[config.mk]
export PLATFORM = sky130hd
export DESIGN_NAME = keyboard_scancode_decoder_fifo_unit
export DESIGN_NICKNAME = d
export VERILOG_FILES = /design/src/rtl/core/ksd_pkg.sv /design/src/rtl/core/keyboard_scancode_decoder_fifo_unit.sv /design/src/rtl/core/ksd_decode.sv /design/src/rtl/core/ksd_fifo.sv
export SDC_FILE = /design/constraint.sdc
export NUM_CORES = 1
export LEC_CHECK = 0
export BUFFER_PORTS_ARGS = -buffer_cell sky130_fd_sc_hd__buf_2
export CORE_AREA = 4 4 192 194
export DETAILED_ROUTE_END_ITERATION = 10
export DIE_AREA = 0 0 196 198
export HOLD_SLACK_MARGIN = 0.03
export MAX_ROUTING_LAYER = met4
export PLACE_DENSITY = 0.74
export SLEW_MARGIN = 20
export SYNTH_ARGS = -nofsm -noshare
export SYNTH_HDL_FRONTEND = slang
export SYNTH_HIERARCHICAL = 1
export SYNTH_SLANG_ARGS = --single-unit
export TNS_END_PERCENT = 20
[constraint.sdc]
create_clock -name clk -period 14.45 [get_ports clk]
set_input_delay 2.1675 -clock clk [delete_from_list [all_inputs] [get_ports clk]]
set_output_delay 2.1675 -clock clk [all_outputs]
set_load 0.005 [all_outputs]
[src/rtl/core/ksd_pkg.sv]
// Shared constants, types and the key lookup table for the scancode decoder.
package ksd_pkg;

    // Default character FIFO depth (ring holds one less than this)
    localparam int FIFO_DEPTH_DEF = 64;

    // Field widths
    localparam int CODE_W = 8;
    localparam int KEY_W  = 7;
    localparam int CHAR_W = 7;
    localparam int IDX_W  = 2;

    // Request kinds carried on s_tuser
    localparam logic OP_SCAN = 1'b0;
    localparam logic OP_READ = 1'b1;

    // Scancode set 1 key codes (release bit stripped)
    localparam logic [KEY_W-1:0] KEY_LSHIFT = 7'h2A;
    localparam logic [KEY_W-1:0] KEY_RSHIFT = 7'h36;
    localparam logic [KEY_W-1:0] KEY_CAPS   = 7'h3A;
    localparam logic [KEY_W-1:0] KEY_ALT    = 7'h38;
    localparam logic [KEY_W-1:0] KEY_CTRL   = 7'h1D;
    localparam logic [KEY_W-1:0] KEY_BKSP   = 7'h0E;
    localparam logic [KEY_W-1:0] KEY_ENTER  = 7'h1C;
    localparam logic [KEY_W-1:0] KEY_F1     = 7'h3B;
    localparam logic [KEY_W-1:0] KEY_F4     = 7'h3E;

    // Characters with special meaning
    localparam logic [CHAR_W-1:0] CH_BKSP  = 7'h08;
    localparam logic [CHAR_W-1:0] CH_LF    = 7'h0A;
    localparam logic [CHAR_W-1:0] CH_LOW_A = 7'h61;
    localparam logic [CHAR_W-1:0] CH_LOW_Z = 7'h7A;
    localparam logic [CHAR_W-1:0] CH_CASE  = 7'h20;

    // Decoder to FIFO push request
    typedef struct packed {
        logic              push;
        logic [CHAR_W-1:0] ch;
    } push_req_t;

    // Console switch report from the decoder
    typedef struct packed {
        logic             switch_request;
        logic [IDX_W-1:0] console_index;
    } switch_t;

    // FIFO status for the current request
    typedef struct packed {
        logic char_valid;
        logic char_dropped;
    } fifo_stat_t;

    // Lowercase key map, zero for keys that give no character
    function automatic logic [CHAR_W-1:0] key_rom(input logic [KEY_W-1:0] key);
        logic [CHAR_W-1:0] c;
        unique case (key)
            7'h02: c = 7'h31; // 1
            7'h03: c = 7'h32;
            7'h04: c = 7'h33;
            7'h05: c = 7'h34;
            7'h06: c = 7'h35;
            7'h07: c = 7'h36;
            7'h08: c = 7'h37;
            7'h09: c = 7'h38;
            7'h0A: c = 7'h39;
            7'h0B: c = 7'h30; // 0
            7'h0C: c = 7'h2D; // -
            7'h0D: c = 7'h3D; // =
            7'h10: c = 7'h71; // q
            7'h11: c = 7'h77; // w
            7'h12: c = 7'h65; // e
            7'h13: c = 7'h72; // r
            7'h14: c = 7'h74; // t
            7'h15: c = 7'h79; // y
            7'h16: c = 7'h75; // u
            7'h17: c = 7'h69; // i
            7'h18: c = 7'h6F; // o
            7'h19: c = 7'h70; // p
            7'h1A: c = 7'h5B; // [
            7'h1B: c = 7'h5D; // ]
            7'h1E: c = 7'h61; // a
            7'h1F: c = 7'h73; // s
            7'h20: c = 7'h64; // d
            7'h21: c = 7'h66; // f
            7'h22: c = 7'h67; // g
            7'h23: c = 7'h68; // h
            7'h24: c = 7'h6A; // j
            7'h25: c = 7'h6B; // k
            7'h26: c = 7'h6C; // l
            7'h27: c = 7'h3B; // ;
            7'h28: c = 7'h27; // quote
            7'h29: c = 7'h60; // backtick
            7'h2B: c = 7'h5C; // backslash
            7'h2C: c = 7'h7A; // z
            7'h2D: c = 7'h78; // x
            7'h2E: c = 7'h63; // c
            7'h2F: c = 7'h76; // v
            7'h30: c = 7'h62; // b
            7'h31: c = 7'h6E; // n
            7'h32: c = 7'h6D; // m
            7'h33: c = 7'h2C; // ,
            7'h34: c = 7'h2E; // .
            7'h35: c = 7'h2F; // /
            7'h37: c = 7'h2A; // *
            7'h39: c = 7'h20; // space
            default: c = '0;
        endcase
        return c;
    endfunction

endpackage

[src/rtl/core/keyboard_scancode_decoder_fifo_unit.sv]
// Top level of the keyboard scancode decoder with character FIFO.
//
//  channel | dir | tdata                      | tuser
//  --------+-----+----------------------------+------------------------
//  s_*     | in  | [7:0] scancode             | [0] opcode (0 scan, 1 read)
//  m_*     | out | [0] char_valid [7:1] char_out [8] switch_request
//          |     | [10:9] console_index [11] char_dropped [15:12] zero
//
// One request per cycle unless the result stalls, through an input register,
// then decode and FIFO push or pop feeding the result register (the FIFO
// read port registers its data alongside). Reset clears modifiers, pointers
// and both valid flags; FIFO contents are left as they are. A stalled result
// holds both stages; the input side keeps taking requests while stage 1 is
// free or moving on.
module keyboard_scancode_decoder_fifo_unit #(
    parameter int FIFO_DEPTH = ksd_pkg::FIFO_DEPTH_DEF
) (
    input  logic        clk,
    input  logic        rst_n,
    input  logic        s_tvalid,
    output logic        s_tready,
    input  logic [7:0]  s_tdata,   // [7:0] scancode
    input  logic [0:0]  s_tuser,   // [0] opcode
    output logic        m_tvalid,
    input  logic        m_tready,
    output logic [15:0] m_tdata    // [0] char_valid, [7:1] char_out, [8] switch_request,
                                   // [10:9] console_index, [11] char_dropped, [15:12] zero
);

    logic                        s1_valid_reg;
    logic                        s1_op_reg;
    logic [ksd_pkg::CODE_W-1:0]  s1_code_reg;
    logic                        m_valid_reg;
    ksd_pkg::fifo_stat_t         m_stat_reg;
    ksd_pkg::switch_t            m_sw_reg;
    logic                        adv;
    logic                        en;
    ksd_pkg::push_req_t          push_req;
    ksd_pkg::switch_t            sw;
    ksd_pkg::fifo_stat_t         stat;
    logic [ksd_pkg::CHAR_W-1:0]  rd_data;
    logic [ksd_pkg::CHAR_W-1:0]  char_out;

    // Pipeline flow control
    assign adv      = !m_valid_reg || m_tready;
    assign en       = s1_valid_reg && adv;
    assign s_tready = !s1_valid_reg || adv;

    ksd_decode u_decode (
        .clk      (clk),
        .rst_n    (rst_n),
        .en       (en),
        .opcode   (s1_op_reg),
        .scancode (s1_code_reg),
        .push_req (push_req),
        .sw       (sw)
    );

    ksd_fifo #(
        .FIFO_DEPTH (FIFO_DEPTH)
    ) u_fifo (
        .clk      (clk),
        .rst_n    (rst_n),
        .en       (en),
        .pop_req  (s1_op_reg == ksd_pkg::OP_READ),
        .push_req (push_req),
        .stat     (stat),
        .rd_data  (rd_data)
    );

    // Valid flags
    always_ff @(posedge clk or negedge rst_n)
    begin
        if (!rst_n)
        begin
            s1_valid_reg <= 1'b0;
            m_valid_reg  <= 1'b0;
        end
        else
        begin
            if (s_tready)
                s1_valid_reg <= s_tvalid;
            if (adv)
                m_valid_reg <= s1_valid_reg;
        end
    end

    // Input and result payload
    always_ff @(posedge clk)
    begin
        if (s_tready)
        begin
            s1_op_reg   <= s_tuser[0];
            s1_code_reg <= s_tdata;
        end
        if (adv)
        begin
            m_stat_reg <= stat;
            m_sw_reg   <= sw;
        end
    end

    // Popped character shows only on a successful read
    assign char_out = rd_data & {ksd_pkg::CHAR_W{m_stat_reg.char_valid}};

    assign m_tvalid = m_valid_reg;
    assign m_tdata  = {4'b0000,
                       m_stat_reg.char_dropped,
                       m_sw_reg.console_index,
                       m_sw_reg.switch_request,
                       char_out,
                       m_stat_reg.char_valid};

endmodule

[src/rtl/core/ksd_decode.sv]
// Scancode decoder: modifier tracking, key map and console switch detection.
module ksd_decode (
    input  logic                       clk,
    input  logic                       rst_n,
    input  logic                       en,        // request in stage 1 moves on
    input  logic                       opcode,
    input  logic [ksd_pkg::CODE_W-1:0] scancode,
    output ksd_pkg::push_req_t         push_req,
    output ksd_pkg::switch_t           sw
);

    logic                       shift_reg, shift_next;
    logic                       caps_reg, caps_next;
    logic                       alt_reg, alt_next;
    logic                       rel;
    logic [ksd_pkg::KEY_W-1:0]  key;
    logic [ksd_pkg::CHAR_W-1:0] rom_ch;
    logic [ksd_pkg::CHAR_W-1:0] ch;

    assign rel    = scancode[ksd_pkg::CODE_W-1];
    assign key    = scancode[ksd_pkg::KEY_W-1:0];
    assign rom_ch = ksd_pkg::key_rom(key);

    // Key classification and character selection
    always_comb
    begin
        shift_next = shift_reg;
        caps_next  = caps_reg;
        alt_next   = alt_reg;
        ch         = '0;
        sw         = '0;
        if (opcode == ksd_pkg::OP_SCAN)
        begin
            priority if (key == ksd_pkg::KEY_LSHIFT || key == ksd_pkg::KEY_RSHIFT)
            begin
                shift_next = !rel;
            end
            else if (key == ksd_pkg::KEY_CAPS)
            begin
                if (!rel)
                    caps_next = !caps_reg;
            end
            else if (key == ksd_pkg::KEY_ALT)
            begin
                alt_next = !rel;
            end
            else if (key == ksd_pkg::KEY_CTRL)
            begin
                ch = '0;  // ctrl is swallowed
            end
            else if (!rel)
            begin
                priority if (key == ksd_pkg::KEY_BKSP)
                begin
                    ch = ksd_pkg::CH_BKSP;
                end
                else if (key == ksd_pkg::KEY_ENTER)
                begin
                    ch = ksd_pkg::CH_LF;
                end
                else if (alt_reg && key >= ksd_pkg::KEY_F1 && key <= ksd_pkg::KEY_F4)
                begin
                    sw.switch_request = 1'b1;
                    sw.console_index  = ksd_pkg::IDX_W'(key - ksd_pkg::KEY_F1);
                end
                else
                begin
                    ch = rom_ch;
                    if (rom_ch >= ksd_pkg::CH_LOW_A && rom_ch <= ksd_pkg::CH_LOW_Z &&
                        (shift_reg ^ caps_reg))
                        ch = rom_ch - ksd_pkg::CH_CASE;
                end
            end
        end
        push_req.push = (ch != '0);
        push_req.ch   = ch;
    end

    // Modifier state
    always_ff @(posedge clk or negedge rst_n)
    begin
        if (!rst_n)
        begin
            shift_reg <= 1'b0;
            caps_reg  <= 1'b0;
            alt_reg   <= 1'b0;
        end
        else if (en)
        begin
            shift_reg <= shift_next;
            caps_reg  <= caps_next;
            alt_reg   <= alt_next;
        end
    end

endmodule

[src/rtl/core/ksd_fifo.sv]
// Character ring FIFO: storage, pointers, full/empty and registered read data.
module ksd_fifo #(
    parameter int FIFO_DEPTH = ksd_pkg::FIFO_DEPTH_DEF
) (
    input  logic                       clk,
    input  logic                       rst_n,
    input  logic                       en,        // request in stage 1 moves on
    input  logic                       pop_req,
    input  ksd_pkg::push_req_t         push_req,
    output ksd_pkg::fifo_stat_t        stat,
    output logic [ksd_pkg::CHAR_W-1:0] rd_data
);

    localparam int PTR_W = $clog2(FIFO_DEPTH);
    localparam logic [PTR_W-1:0] PTR_LAST = PTR_W'(FIFO_DEPTH - 1);

    logic [ksd_pkg::CHAR_W-1:0] mem [FIFO_DEPTH];
    logic [PTR_W-1:0]           wr_ptr_reg, wr_ptr_next;
    logic [PTR_W-1:0]           rd_ptr_reg, rd_ptr_next;
    logic [ksd_pkg::CHAR_W-1:0] rd_data_reg;
    logic [PTR_W-1:0]           wr_ptr_inc;
    logic [PTR_W-1:0]           rd_ptr_inc;
    logic                       empty;
    logic                       full;
    logic                       do_push;
    logic                       do_pop;

    // Ring pointer arithmetic, wraps at the depth
    assign wr_ptr_inc = (wr_ptr_reg == PTR_LAST) ? '0 : wr_ptr_reg + 1'b1;
    assign rd_ptr_inc = (rd_ptr_reg == PTR_LAST) ? '0 : rd_ptr_reg + 1'b1;
    assign empty      = (wr_ptr_reg == rd_ptr_reg);
    assign full       = (wr_ptr_inc == rd_ptr_reg);

    assign do_push = en && push_req.push && !full;
    assign do_pop  = en && pop_req && !empty;

    assign wr_ptr_next = do_push ? wr_ptr_inc : wr_ptr_reg;
    assign rd_ptr_next = do_pop  ? rd_ptr_inc : rd_ptr_reg;

    assign stat.char_valid   = pop_req && !empty;
    assign stat.char_dropped = push_req.push && full;
    assign rd_data           = rd_data_reg;

    // Pointers
    always_ff @(posedge clk or negedge rst_n)
    begin
        if (!rst_n)
        begin
            wr_ptr_reg <= '0;
            rd_ptr_reg <= '0;
        end
        else
        begin
            wr_ptr_reg <= wr_ptr_next;
            rd_ptr_reg <= rd_ptr_next;
        end
    end

    // Storage write port
    always_ff @(posedge clk)
    begin
        if (do_push)
            mem[wr_ptr_reg] <= push_req.ch;
    end

    // Storage read port, lands with the result register
    always_ff @(posedge clk)
    begin
        if (en)
            rd_data_reg <= mem[rd_ptr_reg];
    end

endmodule

Word-level counts from Yosys, hierarchy flattened
Memory sizes are Yosys's and may differ from the RTL's. A register that Yosys moved wholly into a read port is not among the register bits.
Index checks and enable logic that the tools add are counted.

word-level totals
  register bits after elaboration = 31
  RAM bits = 448
  ROM bits = 448
  input bits = 13
  output and inout port bits = 18
  word-level logic and storage cells = 84
  memories = 2

operators by class
  $add $sub $neg = 4
  order comparisons = 4
  eq/ne operators = 11
  muxes and demuxes = 17
  bitwise gates (word level) = 7
  reduce and logical (&&, ||, !) cells = 26

memories
  memory            depth  bits a word  rd ports  clocked after Yosys merged registers in  wr ports  line            text
  (name not given)  64     7            1         1                                        0         ksd_pkg.sv:56   unique case (key)
  u_fifo.mem        64     7            1         1                                        1         ksd_fifo.sv:17  logic [ksd_pkg::CHAR_W-1:0] mem [FIFO_DEPTH];

operator list
  cell                   count
  $mux W7                11
  $eq A7 B6 Y1 const B   4
  $mux W6                3
  $eq A7 B5 Y1 const B   2
  $add A6 B1 Y6 const B  2
  $eq A6 B6 Y1           2
  $eq A6 B6 Y1 const B   2
  $logic_and A1 B1 Y1    11
  $reduce_and A5 Y1      2
  $reduce_or A9 Y1       1
  $reduce_or A8 Y1       1
  $and A7 B7 Y7          1
  $eq A7 B4 Y1 const B   1
  $ge A7 B6 Y1 const B   1
  $ge A7 B7 Y1 const B   1
  $le A7 B6 Y1 const B   1
  $le A7 B7 Y1 const B   1
  $reduce_bool A7 Y1     1
  $sub A7 B6 Y7 const B  1
  $logic_not A1 Y1       6
  $not A1 Y1             5
  $logic_or A1 B1 Y1     3
  $mux W3                1
  $reduce_and A3 Y1      1
  other kinds (3)        4

Logic depth before layout (Yosys ltp)
Gate-level depths: netlist (run 1).

  word-level depth = 19
  depth in mapped cells = 17
  gate-level depth less buffers = 16

Modules after synthesis
Netlist (run 1), hierarchy kept.

by module, submodules not included
  module                               times used  cells an instance  area each (um^2)  sequential area each (um^2)
  ksd_fifo                             1           911                18893.1           13963.4
  ksd_decode                           1           196                1408.9            75.1
  keyboard_scancode_decoder_fifo_unit  1           34                 593.1             470.5

Worst setup path before layout (run 1)
No wires, ideal clock.

  kind = flip-flop to flip-flop
  start = register s1_code_reg[1] in the netlist's numbering
  end = memory u_fifo/mem[20][0] in the netlist's numbering (enable)
  setup time = 0.360 ns
  arrival time = 6.404 ns
  required time = 14.090 ns
  setup slack = 7.686 ns
  cell stages (with the launch flop) = 14
  buffers on the path = 0
  period minus slack after synthesis = 6.764 ns
  cell sequence = edfxtp_1 -> inv_1 -> ha_1 -> nor2_1 -> or3_1 -> a221oi_1 -> o211ai_1 -> a21boi_0 -> nor3_1 -> o21ai_1 -> nand2_1 -> nor3b_1 -> o211ai_4 -> nor2_1

RTL lines
  item                    line                                       text
  from (decl)             keyboard_scancode_decoder_fifo_unit.sv:32  logic [ksd_pkg::CODE_W-1:0] s1_code_reg;
  from (signal assigned)  keyboard_scancode_decoder_fifo_unit.sv:94  s1_code_reg <= s_tdata;
  to (decl)               ksd_fifo.sv:17

==> flow_summary.ini, run 1 <==
[outcome]
status = finished, final reports clean

[layout]
final_nets = 1194
utilization_pct = 64.8
syn2layout_area_growth_pct = 9.16
nFillCells = 2314
largest_reg_flops = 448
drive_gt1_share_pct = 22.4

[global_routing]
grt_pass1_vias = 10729
antenna_found_initial = 1
grt_util_all_layers_pct = 23.8
grt_max_degree = 66
grt_pass1_wl_mm = 67.2
grt_overflow_total = 0

[worst_hold_path]
hold_path_end = u_decode/caps_reg
whs_path_depth = 1
hold_start = u_decode/caps_reg
hold_class = flop to flop

[floorplan]
initial_core_util_pct = 59.3
die_h_um = 198
rows = 69
io_pins = 31
coreArea_um2 = 35200
dieWidth_um = 196
fp.dieArea_um2 = 38800

[placement]
dp_hpwl_mm = 26.6
place_congestion = 0.891
io_buffers = 26
post-place-ws_ps = 8870

[synthesis]
yosys_warnings = 6
synthFlopType = edfxtp_1
syn_inst = 1141
synth_top_area_cell = edfxtp_1
synth_edf_count = 469
ys_ff_latch = 486
synth_cell_types = 87
synth_area_um2 = 20900
synth_top_cells_by_area = edfxtp_1, mux4_2, mux4_1
synth_common_cells = edfxtp_1, mux4_2, nor2_1
synth-seq-area-share_pct = 69.4
synth.most_common_cell = edfxtp_1
synth_async_sr_flop_share_pct = 3.50
yosys.area.top_type_share_pct = 67.4
synth_area_per_cell_um2 = 18.3

[timing]
max_freq_ghz = 0.178
min_period_over_period_pct = 39.0
fin_crit_ps = 5630
rsz0062_at_grt = false
skew_ps = 18.9
finalMaxSlewViolations = 0
layout_setup_ws_ps = 8820
tightest_slew_ps = 983
tns_ps = 0
timing.slew.headroom_pct = 34.3
finalSetupViolCount = 0
hold_viol = 0

[clocking]
cts_resized = 0
clock_latency_ps = 580
cts_max_level = 2
clock_sinks = 486
postCtsSetupRepairBufs = 0
cts_tree = yes
cts-root-buf = clkbuf_16
clkTransAtPathRegs_ps = 60
cts_buffers = 49
cts.path.max_buffers = 3
cts_hold_buffers = 0

[setup_path]
timing_worst_setup_path_type = flop to flop
r2r-start = s1_code_reg[1]
critPathCaptureType = flop
required_ps = 14650
cp-start-kind = flop
cp_data_arrival_time_ps = 5830
r2r_slack_ps = 8820
r2r.worst_path.cells = 15
r2r_end = u_fifo/mem[40][2]
crit_fanout = 14

[power_and_ir_drop]
p_int_mw = 2.77
clockPowerShare_pct = 29.7
switching_share_pct = 30.3
peakVddDrop_mv = 0.353
p_leak_nw = 7.41
combinationalPowerShare_pct = 26.9
p_switching_mw = 1.20
power_density_nw_per_um2 = 174
pwr-share-seq_pct = 43.3

[drt]
via_per_inst = 6.45
routed_wl_mm = 44.1
first_pass_iters = 7
route.detailed.drc = 0
drtIter0Drc = 978
vias = 10727
wire_per_inst_um = 26.5
final_antenna_net_count = 0

[run]
maxCapViolCount = 0
-- critical path, stage by stage (launching register included) --
cell and delay (ps):
edfxtp_1 610, inv_1 240, ha_1 410, nor2_1 90
or3_1 370, a221oi_1 300, o211ai_1 250, nand4_2 190
mux2_4 330, o31a_1 300, o21ai_1 270, nand2_1 210
nor3_1 350, o211ai_1 490, buf_4 350, nor2_1 490
-- placed cells by master, fill, tap and decap left out, types with 5 or more instances in the layout --
cell type	synthesis	routed
clkbuf_16	0	49
nor3_1	12	12
a31oi_1	9	9
o21ai_1	9	9
mux2_2	13	13
edfxtp_1	469	469
or3_1	6	6
xor2_1	9	9
o221ai_1	5	5
a21oi_1	27	26
inv_1	14	14
o211ai_1	5	5
xnor2_1	6	6
dfrtp_1	17	13
mux4_1	21	21
a211oi_1	14	12
a221oi_1	6	6
clkbuf_1	9	11
nand2_1	35	35
clkinvlp_4	0	5
nor2_1	100	97
clkinv_1	0	8
nand3_1	12	12
mux4_2	102	102
nand2b_1	10	10
mux2i_1	24	24
and2_1	11	11
ha_1	15	15
buf_4	20	16
buf_2	20	26
nor2b_1	19	19
clkinv_2	0	8
o21ai_0	17	17
-- power by group through the flow --
stage	combinational [mW]	clock, mW	sequential, mW
floorplan	0.921	0	1.64
global placement	1.05	0	1.75
detailed placement	1.06	0	1.75
CTS	1.07	1.21	1.72
global route	1.14	1.27	1.73
finish	1.07	1.18	1.72
-- worst max-delay path by stage --
| stage | from | end | slack (ps) |
|---|---|---|---|
| final | s1_code_reg[1] | u_fifo/mem[40][2] | 8820 |
| after global routing | s1_code_reg[2] | u_fifo/mem[40][2] | 8370 |
| after CTS | s1_code_reg[1] | u_fifo/mem[40][2] | 8850 |
| after detailed placement | s1_code_reg[1] | u_fifo/mem[40][4] | 8870 |
| after global placement | s1_code_reg[1] | u_fifo/mem[40][4] | 9070 |
| after floorplan | s1_code_reg[1] | u_fifo/mem[20][0] | 7690 |
-- through the flow --
| step | instances | hold WS [ps] | cell area, µm² | total power [mW] |
|---|---|---|---|---|
| global route | 1664 | 514 | 22800 | 4.14 |
| CTS | 1663 | 493 | 22800 | 4.00 |
| finish | 1664 | 489 | 22800 | 3.97 |
| global placement | 1576 | 483 | 21300 | 2.80 |
| detailed placement | 1576 | 483 | 21300 | 2.81 |
| floorplan | 1144 | 463 | 20900 | 2.56 |
-- logic make-up (layout without fill, tap and decap cells) --
| family | after synthesis | count (layout) | synth area share [%] |
|---|---|---|---|
| AOI/OAI and AO/OA | 139 | 139 | 4.98 |
| buffers and inverters | 88 | 146 | 2.70 |
| and+or+nand+nor | 235 | 235 | 5.71 |
| xor gates and xnor gates | 15 | 15 | 0.629 |
| adders and majority gates | 15 | 15 | 0.898 |
| DFF | 486 | 486 | 69.4 |
| muxes | 162 | 162 | 15.6 |
| other | 1 | 5 | 0.0179 |
-- area by class of cell --
class / count / area (µm²) / area share, %
Sequential cell: 486 / 14500 / 63.7
Multi-Input combinational cell: 570 / 5900 / 25.9
Clock buffer: 60 / 1270 / 5.56
Tap cell: 461 / 577 / 2.53
Timing Repair Buffer: 42 / 250 / 1.10
Clock inverter: 27 / 224 / 0.982
Inverter: 17 / 66.3 / 0.291
Antenna cell: 1 / 2.50 / 0.0110
-- layer usage --
metal | global-route usage, % | vias to the layer above | wire length [µm] | part of all wire [%]
met3 | 5.04 | 84 | 3490 | 7.9
li1 | - | 4667 | - | -
met4 | 7.24 | 0 | 1190 | 2.7
met5 | - | - | 0 | 0
met1 | 33.6 | 5480 | 18300 | 41
met2 | 36.0 | 496 | 21200 | 48
(Power assumes the default switching activity.)
==> run 2: changes to the inputs <==
Settings changed: ABC_AREA set to 1, CORE_AREA 4 4 192 194 to 4 4 196 198, DIE_AREA 0 0 196 198 to 0 0 200 202.
Clock period 14.45 ns to 5.57 ns, I/O delays scaled along.
==> run 2 against run 1 <==
  * Sequential share of layout area fell by 2.4 points
  * Critical endpoint is now u_fifo/mem[19][1]
  * Cell area grew 3.9%
  * Utilization grew 0.15 points
  * Total power increased to 2.7 times the previous value
  * Critical path depth up 9
  * Clock skew up 1.7 ps
  * Routed wire length grew 24%
  * Via count increased by 45%
  * First-iteration DRC count rose by 88%
  * Non-clock buffer count increased by 42
  * Largest power group unchanged
  * Area after synthesis is 4.1% higher
  * Combinational power grew to 3.0 times the previous value
  * Highest routed layer unchanged
==> flow_summary.ini, run 2 <==
[synthesis]
synth.most_common_cell = nor2_1
synth-adder-area-share_pct = 0.863
yosys.area_share.simple_pct = 19.4
synth_xor_area_share_pct = 0.362
synthMuxAreaShare_pct = 0
synth_common_cells = nor2_1, edfxtp_1, nand2_1
yosys.area.top_type_share_pct = 64.7
synth-seq-area-share_pct = 66.7
synth_top_cells_by_area = edfxtp_1, nor2_1, nand2_1
ys_ff_latch = 486
synth_async_sr_flop_share_pct = 3.50
synth_compound_area_share_pct = 7.45
synth_top_area_cell = edfxtp_1
synth_top_family_by_area = simple AND/OR/NAND/NOR gates
synth_area_per_cell_um2 = 10.6
synth_edf_count = 469
synth_area_um2 = 21800
synthFlopType = edfxtp_1
yosys_warnings = 6
syn_inst = 2049
synth_cell_types = 43

[outcome]
status = finished, final reports clean

[setup_path]
r2r.worst_path.cells = 24
r2r-start = s1_code_reg[1]
crit_fanout = 15
r2r_end = u_fifo/mem[19][1]
critPathCaptureType = flop
r2r_slack_ps = 1040
cp-start-kind = flop
timing_worst_setup_path_type = flop to flop
required_ps = 5780
cp_data_arrival_time_ps = 4740

[timing]
tightest_slew_ps = 1100
finalMaxSlewViolations = 0
skew_ps = 20.7
hold_viol = 0
finalSetupViolCount = 0
rsz0062_at_grt = false
min_period_over_period_pct = 81.3
max_freq_ghz = 0.221
timing.slew.headroom_pct = 26.5
tns_ps = 0
fin_crit_ps = 4530

[floorplan]
io_pins = 31
rows = 70
fp.dieArea_um2 = 40400
dieWidth_um = 200
die_h_um = 202
initial_core_util_pct = 59.6
coreArea_um2 = 36500

[drt]
vias = 15504
route.detailed.drc = 0
routed_wl_mm = 54.9
via_per_inst = 6.01
drtIter0Drc = 1840
wire_per_inst_um = 21.3
final_antenna_net_count = 0
first_pass_iters = 6

[placement]
place_congestion = 0.955
post_dp_cell_area_um2 = 22200
io_buffers = 26
dp_hpwl_mm = 33.0

[power_and_ir_drop]
finalPower_mw = 10.6
peakVddDrop_mv = 0.288
p_leak_nw = 8.85
switching_share_pct = 36.4
power_density_nw_per_um2 = 449
p_switching_mw = 3.87
pwr-share-seq_pct = 41.1
p_int_mw = 6.78
clockPowerShare_pct = 28.5
combinationalPowerShare_pct = 30.3

[clocking]
cts.path.max_buffers = 3
cts_hold_buffers = 0
cts_resized = 0
postCtsSetupRepairBufs = 0
cts-root-buf = clkbuf_16
cts_max_level = 2
clkTransAtPathRegs_ps = 60
clock_latency_ps = 590
clock_sinks = 486
cts_tree = yes
cts_buffers = 49

[layout]
final_common_cell = nor2_1
drive_gt1_share_pct = 9.81
final_cell_mix = nor2_1, edfxtp_1, nand2_1, o21ai_0, nand3_1
syn2layout_area_growth_pct = 8.97
largest_reg_flops = 448
final_area_um2 = 23700
final_nets = 2101

[global_routing]
grt_overflow_total = 0
grt_pass1_wl_mm = 84.1
grt_util_all_layers_pct = 27.8
grt_pass1_vias = 14953
grt_max_degree = 115
antenna_found_initial = 1

[run]
maxCapViolCount = 0

[worst_hold_path]
hold_class = input pin to async pin
[run 2: how the worst max path moves through the flow]
| stage | depth (start not counted) | startpoint | to |
|---|---|---|---|
| CTS | 23 | s1_code_reg[1] | u_fifo/mem[19][3] |
| finish | 24 | s1_code_reg[1] | u_fifo/mem[19][1] |
| floorplan | 18 | s1_code_reg[1] | u_fifo/mem[15][0] |
| global placement | 24 | s1_code_reg[1] | u_fifo/mem[27][5] |
| detailed placement | 23 | s1_code_reg[1] | u_fifo/mem[19][1] |
| global route | 24 | s1_code_reg[1] | u_fifo/mem[19][3] |
[run 2: area by class of cell]
cell class              count  area (µm²)
flip-flops and latches    486       14500
fillers                  2742       12800
multi-input cells        1337        6130
clock buffers              65        1290
well taps                 468         586
repair buffers             84         566
inverters                 115         440
clock inverters            24         174
diodes                      1        2.50
[run 2: routing by layer]
layer	wire (µm)	share of wire, %	GRT usage (%)
met1	21800	40	38.2
met2	25100	46	40.6
met3	5980	11	6.68
met4	2000	3.6	10.7
met5	0	0	-
[run 2: cells by family after synthesis]
logic type                 Yosys count
adders and majority gates           15
xor gates and xnor gates             9
AOI/OAI and AO/OA                  303
DFF                                486
buffers and inverters              229
and+or+nand+nor                   1006
other                                1
[run 2: power groups by stage]
stage / Combinational (mW) / Clock [mW] / Sequential, mW
floorplan: 2.50 / 0 / 4.26
global placement: 3.08 / 0 / 4.44
detailed placement: 3.13 / 0 / 4.45
CTS: 3.16 / 3.08 / 4.37
global route: 3.57 / 3.24 / 4.40
finish: 3.23 / 3.04 / 4.38
[run 2: through the flow]
stage          std cells  hold WS (ps)  utilization, %  worst slack [ps]
2_1_floorplan       2052           448               -               746
3_3_place_gp        2490           460            60.9              1300
3_5_place_dp        2490           473            60.9              1230
4_1_cts             2579           190            64.9              1150
5_1_grt             2580           226            64.9               670
6_report            2580           203            64.9              1040
[run 2: critical path: stages, from the launching register on]
cell and delay [ps]:
edfxtp_1 690, inv_1 290, ha_1 400, inv_1 70, nand2_1 110, nand3_1 90, nand2_1 110, nand2_1 50
nand3_1 90, inv_1 50, nand2_1 130, nand2_1 80, nand2_1 70, inv_1 40, nand2_1 60, nand3_1 100
nand2_1 110, nand3_2 80, nand3_1 120, nand2_1 60, inv_1 270, buf_4 260, nand3_1 110, buf_4 230
nor2_1 480
==> run 3: changes to the inputs <==
Settings changed: CORE_AREA 4 4 196 198 to 4 4 201 203, DIE_AREA 0 0 200 202 to 0 0 205 207, PLACE_DENSITY 0.74 to 0.73.
Clock period 5.57 ns to 4.1 ns, I/O delays scaled along.
==> run 3 against run 2 <==
  * Clock skew grew 12 ps
  * Global-route usage is 1.7 points lower
  * Critical path depth fell by 2
  * Critical endpoint is now u_fifo/mem[54][5]
  * Non-clock buffer count is 1 higher
  * Final cell count up 2.0%
  * Critical path type unchanged
  * Sequential power rose by 33%
  * First-iteration DRC count up 8.9%
  * Cell area up 2.5%
  * Routed wire length is 1.6% lower
  * Sequential share of layout area decreased by 1.5 points
==> flow_summary.ini, run 3 (synthesis gave the netlist of run 2 again) <==
[outcome]
status = finished, final reports clean

[floorplan]
fp.dieArea_um2 = 42400
initial_core_util_pct = 56.5
coreArea_um2 = 38500
io_pins = 31
die_h_um = 207
dieWidth_um = 205
rows = 72

[clocking]
clock_latency_ps = 600
cts.path.max_buffers = 3
cts_buffers = 48
postCtsSetupRepairBufs = 0
clock_sinks = 486
cts_max_level = 2
cts-root-buf = clkbuf_16
clkTransAtPathRegs_ps = 60
cts_tree = yes

[timing]
max_freq_ghz = 0.259
skew_ps = 32.8
timing.slew.headroom_pct = 28.3
fin_crit_ps = 3860
layout_setup_ws_ps = 243
hold_viol = 0
rsz0062_at_grt = true
min_period_over_period_pct = 94.1
finalMaxSlewViolations = 0
finalSetupViolCount = 0
tightest_slew_ps = 1070

[setup_path]
cp_data_arrival_time_ps = 4110
timing_worst_setup_path_type = flop to flop
cp-start-kind = flop
critPathCaptureType = flop
required_ps = 4350
crit_fanout = 10

[run]
maxCapViolCount = 0

[drt]
drtIter0Drc = 2003
first_pass_iters = 5
route.detailed.drc = 0
vias = 15216
routed_wl_mm = 54.1
via_per_inst = 5.78
final_antenna_net_count = 0
wire_per_inst_um = 20.6

[layout]
final_cell_mix = edfxtp_1, nor2_1, nand2_1, o21ai_0, nand3_1
final_nets = 2101
final_common_cell = edfxtp_1
n_antenna_cell = 0
drive_gt1_share_pct = 12.8
stdcell_count = 2631
syn2layout_area_growth_pct = 11.7
largest_reg_flops = 448

[global_routing]
grt_overflow_total = 0
grt_max_degree = 87
antenna_found_initial = 0
grt_util_all_layers_pct = 26.1
grt_pass1_vias = 14892
grt_pass1_wl_mm = 84.0

[placement]
io_buffers = 26
place_congestion = 0.968
dp_hpwl_mm = 32.7
place_inst = 2540
post-place-ws_ps = -18.5

[worst_hold_path]
hold_class = input pin to flop

[power_and_ir_drop]
power_density_nw_per_um2 = 621
p_leak_nw = 8.95
peakVddDrop_mv = 0.307
-- run 3: cell types whose count changed in the layout (fill, tap and decap cells not counted), moves of 2 or more --
| cell | previous run | this run |
|---|---|---|
| nor2_2 | 7 | 35 |
| clkbuf_1 | 16 | 7 |
| buf_4 | 58 | 53 |
| nor2_4 | 1 | 25 |
| nor2_1 | 479 | 427 |
| bufinv_16 | 2 | 9 |
| clkinv_2 | 10 | 8 |
| inv_2 | 12 | 14 |
| buf_12 | 0 | 5 |
-- run 3: layer usage --
metal	wire [µm]	up-vias	track usage [%]
li1	-	7053	-
met5	0	-	-
met1	21800	7261	36.0
met3	5570	139	5.72
met4	1900	0	9.96
met2	24800	763	38.6
-- run 3: worst paths after layout --
path | slack [ps] | start | endpoint | depth (start not counted)
worst max-delay path | 240 | s1_code_reg[0] | u_fifo/mem[54][5] | 22
min in group asynchronous | 490 | rst_n | u_fifo/rd_ptr_reg[1] | 2
worst min-delay path | 220 | s_tdata[2] | s1_code_reg[2] | 1
worst max register to register | 240 | s1_code_reg[0] | u_fifo/mem[54][5] | 22
max in group asynchronous | 3280 | rst_n | u_fifo/rd_ptr_reg[0] | 2
worst min register to register | 490 | u_decode/caps_reg | u_decode/caps_reg | 1
-- run 3: power breakdown --
group	total (mW)	switching [mW]	leakage, nW	internal, mW
sequential	5.82	0.196	4.56	5.63
clock	4.64	1.87	0.813	2.77
combinational	4.62	3.29	3.58	1.33
total	15.1	5.36	8.95	9.72
-- run 3: final cells by class --
class                      instances  area (µm²)
inverter                         115         439
clock inverter                    34         427
fill                            2993       14200
clock buffer                      56        1250
sequential                       486       14500
multi-input combinational       1337        6390
tap                              518         648
timing repair buffer              85         638
-- run 3: stage by stage --
stage | hold slack [ps] | setup TNS [ps] | instance area, µm² | power, mW | util, %
after detailed placement | 478 | -248 | 22400 | 10.4 | 58.1
final | 216 | 0 | 24300 | 15.1 | 63.2
after global placement | 463 | -204 | 22400 | 10.3 | 58.1
after floorplan | 319 | -4400 | 21800 | 9.19 | -
after global routing | 204 | -280 | 24300 | 15.8 | 63.2
after CTS | 190 | 0 | 24100 | 15.0 | 62.6
-- run 3: critical path: stages, from the launching register on --
cell and delay (ps):
edfxtp_1 540, inv_2 210, ha_2 270, inv_1 90
nand2_1 100, nand2_1 50, nand2_1 50, nand2_1 70
nand2_1 50, nand2_1 60, nor2_1 260, nor2_1 130
nand2_1 70, nand2_1 40, nand2_1 90, nand3_1 100
nand2_1 90, nand3_1 100, nand3_1 110, nand2_1 100
clkinvlp_4 210, nand3_4 320, nor2_2 430
-- run 3: repair_timing --
action                                  CTS  global route
endpoints found under the setup margin   42           434
cloned                                    0             0
hold buffers                              1             0
resized for setup                         6            72
endpoints found under the hold margin    17             0
